===== src/rtl/core/slist_pkg.sv =====
// shared types and constants of the sorted list engine
// no dependencies
`timescale 1ns / 1ps

package slist_pkg;

	localparam int CMD_W   = 2;
	localparam int VAL_W   = 8;
	localparam int POS_W   = 8;
	localparam int COUNT_W = 7;

	localparam logic [CMD_W-1:0] CMD_INSERT = 2'd0;
	localparam logic [CMD_W-1:0] CMD_REMOVE = 2'd1;
	localparam logic [CMD_W-1:0] CMD_READ   = 2'd2;
	localparam logic [CMD_W-1:0] CMD_CLEAR  = 2'd3;

	// commands from the controller to the datapath
	typedef struct packed {
		logic capture;
		logic compare;
		logic execute;
	} ctl_cmd_t;

endpackage


===== src/rtl/core/slist_ctrl.sv =====
// controller of the sorted list engine: item handshake and sequencing
// depends on slist_pkg
`timescale 1ns / 1ps

module slist_ctrl import slist_pkg::*; (
	input  logic     clk,
	input  logic     arst_n,
	input  logic     in_valid,
	output logic     in_ready,
	output logic     out_valid,
	input  logic     out_ready,
	output ctl_cmd_t ctl
);

	localparam logic [1:0] ST_IDLE = 2'd0;
	localparam logic [1:0] ST_CMP  = 2'd1;
	localparam logic [1:0] ST_EXEC = 2'd2;

	logic [1:0] state_q;
	logic       out_valid_q;

	assign in_ready    = (state_q == ST_IDLE);
	assign ctl.capture = in_valid && in_ready;
	assign ctl.compare = (state_q == ST_CMP);
	// finish only once the output register is free
	assign ctl.execute = (state_q == ST_EXEC) && (!out_valid_q || out_ready);
	assign out_valid   = out_valid_q;

	always_ff @(posedge clk or negedge arst_n) begin
		if (!arst_n) begin
			state_q     <= ST_IDLE;
			out_valid_q <= 1'b0;
		end else begin
			case (state_q)
				ST_IDLE: begin
					if (ctl.capture) state_q <= ST_CMP;
				end
				ST_CMP: begin
					state_q <= ST_EXEC;
				end
				ST_EXEC: begin
					if (ctl.execute) state_q <= ST_IDLE;
				end
				default: begin
					state_q <= ST_IDLE;
				end
			endcase
			if (ctl.execute) begin
				out_valid_q <= 1'b1;
			end else if (out_ready) begin
				out_valid_q <= 1'b0;
			end
		end
	end

endmodule


===== src/rtl/core/slist_datapath.sv =====
// datapath of the sorted list engine: compare-and-shift cells, count, result register
// depends on slist_pkg
`timescale 1ns / 1ps

module slist_datapath import slist_pkg::*; #(
	parameter int CAPACITY = 64
) (
	input  logic                    clk,
	input  logic                    arst_n,
	input  ctl_cmd_t                ctl,
	input  logic [CMD_W-1:0]        in_cmd,
	input  logic signed [VAL_W-1:0] in_value,
	input  logic [POS_W-1:0]        in_pos,
	output logic                    out_ok,
	output logic signed [VAL_W-1:0] out_read_value,
	output logic [COUNT_W-1:0]      out_entry_count
);

	localparam int CW  = $clog2(CAPACITY + 1);
	localparam int GRP = 32;
	localparam int NG  = (CAPACITY + GRP - 1) / GRP;
	localparam int PW  = (CW > POS_W) ? CW : POS_W;
	localparam int OW  = (CW > COUNT_W) ? CW : COUNT_W;

	logic signed [VAL_W-1:0] cell_q [CAPACITY];
	logic [CW-1:0]           count_q;
	logic [CMD_W-1:0]        cmd_q;
	logic signed [VAL_W-1:0] val_q;
	logic [POS_W-1:0]        pos_q;

	logic [CAPACITY-1:0]     lt_s1;
	logic [VAL_W-1:0]        rd_grp_s1 [NG];
	logic [NG-1:0]           eq_grp_s1;

	logic                    ok_q;
	logic signed [VAL_W-1:0] rd_q;

	logic [CAPACITY-1:0]     lt_c;
	logic [CAPACITY-1:0]     prev_lt_c;
	logic [CAPACITY-1:0]     eq_c;
	logic [VAL_W-1:0]        rd_grp_d [NG];
	logic [NG-1:0]           eq_grp_d;
	logic [CAPACITY-1:0]     prev_lt_s1;
	logic signed [VAL_W-1:0] up_c [CAPACITY];
	logic signed [VAL_W-1:0] down_c [CAPACITY];
	logic                    found_c;
	logic [VAL_W-1:0]        rd_val_c;
	logic                    ins_ok_c;
	logic                    rd_ok_c;
	logic                    ok_c;

	// per-cell compare against the item value, and the read select
	always_comb begin
		for (int i = 0; i < CAPACITY; i++) begin
			lt_c[i] = (CW'(i) < count_q) && (cell_q[i] < val_q);
		end
		prev_lt_c = {lt_c[CAPACITY-2:0], 1'b1};
		for (int i = 0; i < CAPACITY; i++) begin
			eq_c[i] = (CW'(i) < count_q) && !lt_c[i] && prev_lt_c[i]
				&& (cell_q[i] == val_q);
		end
		for (int g = 0; g < NG; g++) begin
			rd_grp_d[g] = '0;
		end
		eq_grp_d = '0;
		for (int i = 0; i < CAPACITY; i++) begin
			if (32'(pos_q) == i) rd_grp_d[i / GRP] = rd_grp_d[i / GRP] | cell_q[i];
			eq_grp_d[i / GRP] = eq_grp_d[i / GRP] | eq_c[i];
		end
	end

	// neighbor values for the shift, and the result of the operation
	always_comb begin
		up_c[0] = val_q;
		for (int i = 1; i < CAPACITY; i++) begin
			up_c[i] = cell_q[i-1];
		end
		for (int i = 0; i < CAPACITY - 1; i++) begin
			down_c[i] = cell_q[i+1];
		end
		down_c[CAPACITY-1] = cell_q[CAPACITY-1];
		prev_lt_s1 = {lt_s1[CAPACITY-2:0], 1'b1};
		found_c    = |eq_grp_s1;
		rd_val_c   = '0;
		for (int g = 0; g < NG; g++) begin
			rd_val_c = rd_val_c | rd_grp_s1[g];
		end
		ins_ok_c = (count_q < CW'(CAPACITY));
		rd_ok_c  = (PW'(pos_q) < PW'(count_q));
		case (cmd_q)
			CMD_INSERT: ok_c = ins_ok_c;
			CMD_REMOVE: ok_c = found_c;
			CMD_READ:   ok_c = rd_ok_c;
			default:    ok_c = (count_q != '0);
		endcase
	end

	always_ff @(posedge clk or negedge arst_n) begin
		if (!arst_n) begin
			count_q <= '0;
		end else if (ctl.execute && ok_c) begin
			case (cmd_q)
				CMD_INSERT: count_q <= count_q + CW'(1);
				CMD_REMOVE: count_q <= count_q - CW'(1);
				CMD_CLEAR:  count_q <= '0;
				default:    count_q <= count_q;
			endcase
		end
	end

	always_ff @(posedge clk) begin
		if (ctl.capture) begin
			cmd_q <= in_cmd;
			val_q <= in_value;
			pos_q <= in_pos;
		end
		if (ctl.compare) begin
			lt_s1     <= lt_c;
			rd_grp_s1 <= rd_grp_d;
			eq_grp_s1 <= eq_grp_d;
		end
		if (ctl.execute) begin
			ok_q <= ok_c;
			rd_q <= (cmd_q == CMD_READ && rd_ok_c) ? rd_val_c : '0;
			if (cmd_q == CMD_INSERT && ins_ok_c) begin
				for (int i = 0; i < CAPACITY; i++) begin
					if (!lt_s1[i]) cell_q[i] <= prev_lt_s1[i] ? val_q : up_c[i];
				end
			end
			if (cmd_q == CMD_REMOVE && found_c) begin
				for (int i = 0; i < CAPACITY; i++) begin
					if (!lt_s1[i]) cell_q[i] <= down_c[i];
				end
			end
		end
	end

	// count register follows the store, so the output shows it after the update
	logic [CW-1:0] cnt_shown_q;

	always_ff @(posedge clk) begin
		if (ctl.execute) begin
			case (cmd_q)
				CMD_INSERT: cnt_shown_q <= ins_ok_c ? count_q + CW'(1) : count_q;
				CMD_REMOVE: cnt_shown_q <= found_c ? count_q - CW'(1) : count_q;
				CMD_CLEAR:  cnt_shown_q <= '0;
				default:    cnt_shown_q <= count_q;
			endcase
		end
	end

	assign out_ok          = ok_q;
	assign out_read_value  = rd_q;
	assign out_entry_count = COUNT_W'(OW'(cnt_shown_q));

endmodule


===== src/rtl/core/sorted_list_engine.sv =====
// top level of the sorted list engine: stream ports, controller and datapath
// depends on slist_pkg, slist_ctrl, slist_datapath
`timescale 1ns / 1ps

// Sorted list engine. Keeps up to CAPACITY signed bytes in ascending order in
// a row of compare-and-shift cells. The command rides on s_axis_tuser: insert,
// remove one occurrence, read at a position, clear. Every item gives one result
// with a success flag, the value read (zero unless a read succeeds) and the
// count after the operation, modulo 128. An item is first captured; then
// every cell compares against the value and the read select is reduced per
// group of 32 cells; last the groups are combined and the cells shift. A new
// item is taken as soon as the previous one has been written to the output
// register, even while that result is still waiting; the block holds in its
// last step only when that register is still full.
module sorted_list_engine import slist_pkg::*; #(
	parameter int CAPACITY = 64
) (
	input  logic        clk,
	input  logic        arst_n,
	input  logic        s_axis_tvalid,
	output logic        s_axis_tready,
	input  logic [15:0] s_axis_tdata,   // item_value [7:0], position [15:8]
	input  logic [1:0]  s_axis_tuser,   // cmd [1:0]
	output logic        m_axis_tvalid,
	input  logic        m_axis_tready,
	output logic [15:0] m_axis_tdata,   // read_value [7:0], entry_count [14:8], zero [15]
	output logic        m_axis_tuser    // ok [0]
);

	ctl_cmd_t                ctl;
	logic                    ok;
	logic signed [VAL_W-1:0] read_value;
	logic [COUNT_W-1:0]      entry_count;

	slist_ctrl u_ctrl (
		.clk       (clk),
		.arst_n    (arst_n),
		.in_valid  (s_axis_tvalid),
		.in_ready  (s_axis_tready),
		.out_valid (m_axis_tvalid),
		.out_ready (m_axis_tready),
		.ctl       (ctl)
	);

	slist_datapath #(
		.CAPACITY (CAPACITY)
	) u_datapath (
		.clk             (clk),
		.arst_n          (arst_n),
		.ctl             (ctl),
		.in_cmd          (s_axis_tuser),
		.in_value        (s_axis_tdata[7:0]),
		.in_pos          (s_axis_tdata[15:8]),
		.out_ok          (ok),
		.out_read_value  (read_value),
		.out_entry_count (entry_count)
	);

	assign m_axis_tdata = {1'b0, entry_count, read_value};
	assign m_axis_tuser = ok;

endmodule


===== config.mk =====
export PLATFORM = sky130hd
export DESIGN_NAME = sorted_list_engine
export DESIGN_NICKNAME = d
export VERILOG_FILES = /design/src/rtl/core/slist_pkg.sv /design/src/rtl/core/slist_ctrl.sv /design/src/rtl/core/slist_datapath.sv /design/src/rtl/core/sorted_list_engine.sv
export SDC_FILE = /design/constraint.sdc
export NUM_CORES = 2
export LEC_CHECK = 0
export ABC_AREA = 1
export BUFFER_PORTS_ARGS = -buffer_cell sky130_fd_sc_hd__buf_2
export CAP_MARGIN = 20
export CORE_UTILIZATION = 57
export DETAILED_ROUTE_END_ITERATION = 16
export HOLD_SLACK_MARGIN = 0.02
export PLACE_DENSITY = 0.82
export SLEW_MARGIN = 20
export SYNTH_ARGS = -nofsm -noshare
export SYNTH_HDL_FRONTEND = slang
export SYNTH_SLANG_ARGS = --single-unit

===== constraint.sdc =====
create_clock -name clk -period 5.35 [get_ports clk]
set_clock_uncertainty 0.2 [all_clocks]
set_input_delay 1.07 -clock clk [delete_from_list [all_inputs] [get_ports clk]]
set_output_delay 1.07 -clock clk [all_outputs]
set_load 0.005 [all_outputs]

* After elaboration in Yosys (flattened, before gate mapping)
Memory sizes are Yosys's and may differ from the RTL's. Index checks and enable logic that the tools add are counted.
Operators by class: add/subtract/negate cells 2, magnitude comparators 130, eq/ne operators 134, mux-type cells 649, bitwise gates (word level) 189, reductions and logical operators 336
Operators by type and width (number):
- two-way mux 8 bit | 191
- equality test 8 bit | 64
- less-than comparator 8 bit | 64
- OR 8 bit | 63
- two-way mux 1 bit | 450
- logical AND 1 bit | 261
- equality test 8 x 6 -> 1 bit (second input constant) | 32
- less-than comparator 6 x 7 -> 1 bit (first input constant) | 32
- equality test 8 x 5 -> 1 bit (second input constant) | 16
- OR 1 bit | 126
- less-than comparator 5 x 7 -> 1 bit (first input constant) | 16
- logical NOT 1 bit | 65
- equality test 8 x 4 -> 1 bit (second input constant) | 8
- less-than comparator 4 x 7 -> 1 bit (first input constant) | 8
- one-hot mux 7 bit (3 select lines) | 2
- equality test 8 x 3 -> 1 bit (second input constant) | 4
- less-than comparator 3 x 7 -> 1 bit (first input constant) | 4
- equality test 8 x 2 -> 1 bit (second input constant) | 2
- less-than comparator 1 x 7 -> 1 bit (first input constant) | 2
- less-than comparator 2 x 7 -> 1 bit (first input constant) | 2
- two-way mux 7 bit | 2
- equality test 8 x 1 -> 1 bit (second input constant) | 1
- logical NOT 8 bit | 1
- less-than comparator 8 x 7 -> 1 bit | 1
- other kinds (17) | 23
Word-level totals: bits in registers 126, memory bits (writable) 512, bits of input ports 22, output and inout bits 19, word-level logic and storage cells 1454, memories 1
Memory list:
- u_datapath.cell_q | depth 64, width 8, read ports 64, clocked after Yosys merged registers in 0, write ports 64, line slist_datapath.sv:25 | logic signed [VAL_W-1:0] cell_q [CAPACITY];

* Depth between registers and ports, before layout
depth after elaboration 64, depth in mapped cells 18, gate-level depth less buffers 18

* Cells and area by module
Synthesis repeated with hierarchy kept, for this count alone.
Unflattened totals: cell total of the unflattened synthesis 6177, area, all modules 49142.1 sq um
Modules (own cells, without submodules):
- slist_datapath | times used 1, cells each 6157, area an instance 48988.2 sq um, sequential area each 19033.3 sq um
- slist_ctrl | times used 1, cells each 18, area an instance 142.6 sq um, sequential area each 75.1 sq um
- sorted_list_engine | times used 1, cells each 2, area an instance 11.3 sq um, sequential area each 0.0 sq um

* Worst setup path before layout
No wires, ideal clock.
kind register to register, start point register u_ctrl.state_q[0], end point register u_datapath.eq_grp_s1[0], enable pin, setup time 0.524 ns, arrival 3.874 ns, required time 4.626 ns, setup slack 0.752 ns, stages on the path, launching flop included 3, buffers on the path 0, period minus slack after synthesis 4.598 ns, path through dfrtp_1 inv_1 nor2_1
Between the ends: cells in the longest elaborated chain, start to end 1
RTL lines:
- from (decl) | line slist_ctrl.sv:19 | logic [1:0] state_q;
- from (signal assigned) | line slist_ctrl.sv:31 | state_q <= ST_IDLE;
- from (signal assigned) | line slist_ctrl.sv:36 | if (ctl.capture) state_q <= ST_CMP;
- from (signal assigned) | line slist_ctrl.sv:39 | state_q <= ST_EXEC;
- equality test 2 x 1 -> 1 bit | line slist_ctrl.sv:24 | assign ctl.compare = (state_q == ST_CMP);
- to (signal assigned) | line slist_datapath.sv:120 | eq_grp_s1 <= eq_grp_d;
- to (decl) | line slist_datapath.sv:33 | logic [NG-1:0] eq_grp_s1;
Every way passes these cells. A chain may end at the register's enable or synchronous reset.

==> flow_metrics.py <==
metrics = {
    "clocking": {
        "ctsHtreeMaxLevel": 3,
        "cts_buffers": 76,
        "root_buffer": "clkbuf_16",
        "cts_tree": "done",
        "cts_resized": 0,
        "clockBufferDepth": 3,
        "clkSinkCount": 638,
        "insertion_delay_ns": 0.66,
        "hold_buffers": 0,
        "cts.reportedPaths.clkPinSlew_ns": 0.07,
        "postCtsSetupRepairBufs": 0,
    },
    "min_path": {
        "hp-class": "input port to async pin",
    },
    "layout": {
        "design_area_um2": 53000,
        "drive_gt1_frac": 0.0521,
        "nNetsFinal": 6680,
        "nFillCells": 7402,
        "final_util": 0.621,
        "final-instance-count-excl-fill": 7353,
        "area_growth_pct": 7.49,
    },
    "power": {
        "leakagePower_nw": 22.7,
        "irDropWorstVdd_mv": 0.451,
        "powerDensity_nw_per_um2": 356,
    },
    "die": {
        "die-area_um2": 87700,
        "die_h_um": 296,
        "core_um2": 85400,
        "start_util": 0.578,
        "dieWidth_um": 296,
        "rows": 107,
        "io-pin-count": 41,
    },
    "route": {
        "drt_iter0_markers": 9869,
        "avgViaCountPerCell": 6.71,
        "wire_per_inst_um": 27.8,
        "drc": 0,
        "totalWireLength_um": 204000,
        "vias": 49300,
        "drt_first_pass_iters": 8,
        "antenna_left": 0,
    },
    "grt": {
        "grt_pass1_wl_um": 292000,
        "antenna_found_initial": 15,
        "grt_start_max_net_pins": 90,
        "first_global_vias": 44000,
        "grt.total_usage": 0.460,
        "grt_overflow": 0,
    },
    "worst_setup_path": {
        "critical_path.endpoint_type": "flop",
        "critPathTopFamily": "simple AND/OR/NAND/NOR gates",
        "critPathLaunchType": "flop",
        "worstPathArrival_ns": 3.98,
        "required_ns": 5.41,
        "cp.buffers_inverters": 2,
        "worstPathCellList": "inv_1 > nand2_1 > nor2_1 > nand2_1 > inv_1 > nand2_1 > o21ai_0 > nor4_1 > nand4_1",
        "max_stage_delay_ns": 1.10,
        "cpMaxStageDelayCell": "nor4_1",
        "path_class": "flop to flop",
        "path_common_cell": "nand2_1",
        "cp_max_fo": 6,
    },
    "synth": {
        "yosysSeqAreaShare": 0.387,
        "synth_async_sr_flop_share": 0.0157,
        "synth_edf_count": 628,
        "synth_warnings": 0,
        "syn_avg_cell_area_um2": 7.90,
        "synthFlopType": "edfxtp_1",
        "ys_types": 53,
        "synth.net_count": 6787,
        "syn_inst": 6242,
        "ys_seq_elements": 638,
        "netlist_area_um2": 49300,
    },
    "sta": {
        "worst_pin_slew_ns": 1.26,
        "fin_crit_ns": 3.92,
        "slew_violations": 0,
        "period_share": 0.732,
        "finalSetupViolCount": 0,
        "fin_setup_tns_ns": 0,
        "setup_ws_ns": 1.43,
        "maxSlewHeadroom": 0.149,
        "grt_setup_unrepaired": "no",
        "fmax_mhz": 255,
        "hold_violations": 0,
    },
    "placed_design": {
        "io_buffers": 39,
        "dp.cells": 7201,
        "dp_hpwl_um": 154000,
        "place_ws_ns": 1.39,
        "dpl-instance-area_um2": 50400,
        "gp_congestion": 1.15,
    },
    "status": {
        "status": "completed",
    },
    "flow_run": {
        "drv_cap": 0,
    },
}
[path summary, 6_finish.rpt]
check                                              start                                end  slack [ns]  cells past startpoint
setup / recovery           u_datapath.pos_q[3]$_DFFE_PP_  u_datapath.rd_grp_s1[3]$_DFFE_PN_        1.43                      9
hold reg to reg            u_ctrl.state_q[0]$_DFFE_PN0P_      u_ctrl.state_q[0]$_DFFE_PN0P_        0.34                      1
min in group clk           u_ctrl.state_q[0]$_DFFE_PN0P_      u_ctrl.state_q[0]$_DFFE_PN0P_        0.34                      1
max in group asynchronous                         arst_n  u_datapath.count_q[4]$_DFFE_PN0P_        4.61                      1
setup reg to reg           u_datapath.pos_q[3]$_DFFE_PP_  u_datapath.rd_grp_s1[3]$_DFFE_PN_        1.43                      9
hold / removal                                    arst_n  u_datapath.count_q[1]$_DFFE_PN0P_        0.09                      1
[power breakdown]
group	switching (mW)	total, mW	internal, mW
clock	2.27	5.30	3.03
sequential	0.928	7.21	6.28
combinational	4.57	6.35	1.78
[routing by layer]
| metal | up-vias | GRT usage | wire, um |
|---|---|---|---|
| li1 | 21600 | - | - |
| met1 | 22600 | 0.630 | 74600 |
| met2 | 4355 | 0.629 | 79200 |
| met3 | 795 | 0.194 | 39000 |
| met4 | 20 | 0.198 | 11100 |
| met5 | - | 0.00998 | 215 |
[metrics by stage]
step,power (mW),hold WS [ns]
finish,18.9,0.0911
global route,19.4,0.116
CTS,18.4,0.0870
detailed placement,13.2,0.323
global placement,13.0,0.315
floorplan,10.8,0.273
[worst register-to-register path, delay by kind of cell (launching register included)]
kind	cells	cell delay, ns
and+or+nand+nor	6	2.39
DFF	1	0.52
buffers and inverters	2	0.26
AOI/OAI and AO/OA	1	0.16
[cell type report]
class / instances / area (um^2) / area share
multi-input combinational: 4510 / 26100 / 0.493
sequential: 638 / 19100 / 0.360
inverter: 808 / 3070 / 0.0579
clock buffer: 97 / 2070 / 0.0391
tap: 1144 / 1430 / 0.0270
timing repair buffer: 101 / 790 / 0.0149
clock inverter: 43 / 383 / 0.00722
antenna: 12 / 30.0 / 0.000566
[registers in the layout (all words and copies together) (netlist names)]
| name | flops |
|---|---|
| u_ctrl.out_valid | 1 |
| u_ctrl.state_q | 2 |
| u_datapath.cell_q | 512 |
| u_datapath.cmd_q | 2 |
| u_datapath.count_q | 7 |
| u_datapath.eq_grp_s1 | 2 |
| u_datapath.lt_s1 | 64 |
| u_datapath.out_entry_count | 7 |
| u_datapath.out_ok | 1 |
| u_datapath.out_read_value | 8 |
| u_datapath.pos_q | 8 |
| u_datapath.rd_grp_s1 | 16 |
| u_datapath.val_q | 8 |
[layout by cell type, fill, tap and decap left out, drive strengths merged, types with 9 or more instances in the layout]
master,n
diode,12
nand4,72
nor4,44
a21boi,19
nand3b,23
o211ai,369
clkbuf,97
o21ai,701
nand2,1548
clkinv,32
edfxtp,628
nor2,402
ha,523
dfrtp,10
nor3,160
o21a,9
buf,101
o22ai,183
a21oi,208
inv,810
nand3,174
o21bai,26
[cells in the mapped netlist (6+ instances only)]
master       n  area (um^2)
nor2_2       7         43.8
ha_1       523         6540
nand2_2     11         68.8
a21oi_1    207         1040
a21o_1       7         52.6
a21boi_0    14          105
edfxtp_1   628        18900
o211ai_1   369         2770
o22ai_1    183         1140
o21a_1       9         67.6
nor2_1     393         1480
nor4_1      44          275
buf_2       74          370
inv_2       23         86.3
buf_1       14         52.6
nand3_1    174          871
nor3_1     133          666
nand4_1     71          444
o21ai_1     77          385
clkbuf_1   185          694
buf_4        8         60.1
dfrtp_1     10          250
o21bai_1    26          195
nor3_2      16          160
inv_1      785         2950
o21ai_0    623         3120
nor3_4      11          179
nand2_1   1537         5770
nand3b_1    23          173
o221ai_1     6         52.6
[cell families after synthesis]
| family | Yosys count | share of synthesized area |
|---|---|---|
| buf+inv | 1094 | 0.0865 |
| fa+ha+maj | 523 | 0.133 |
| compound gates | 1544 | 0.185 |
| simple gates | 2437 | 0.208 |
| flops | 638 | 0.387 |
| xor+xnor | 5 | 0.000888 |
| other cells | 1 | 0.0000760 |
(Power assumes the default switching activity.)
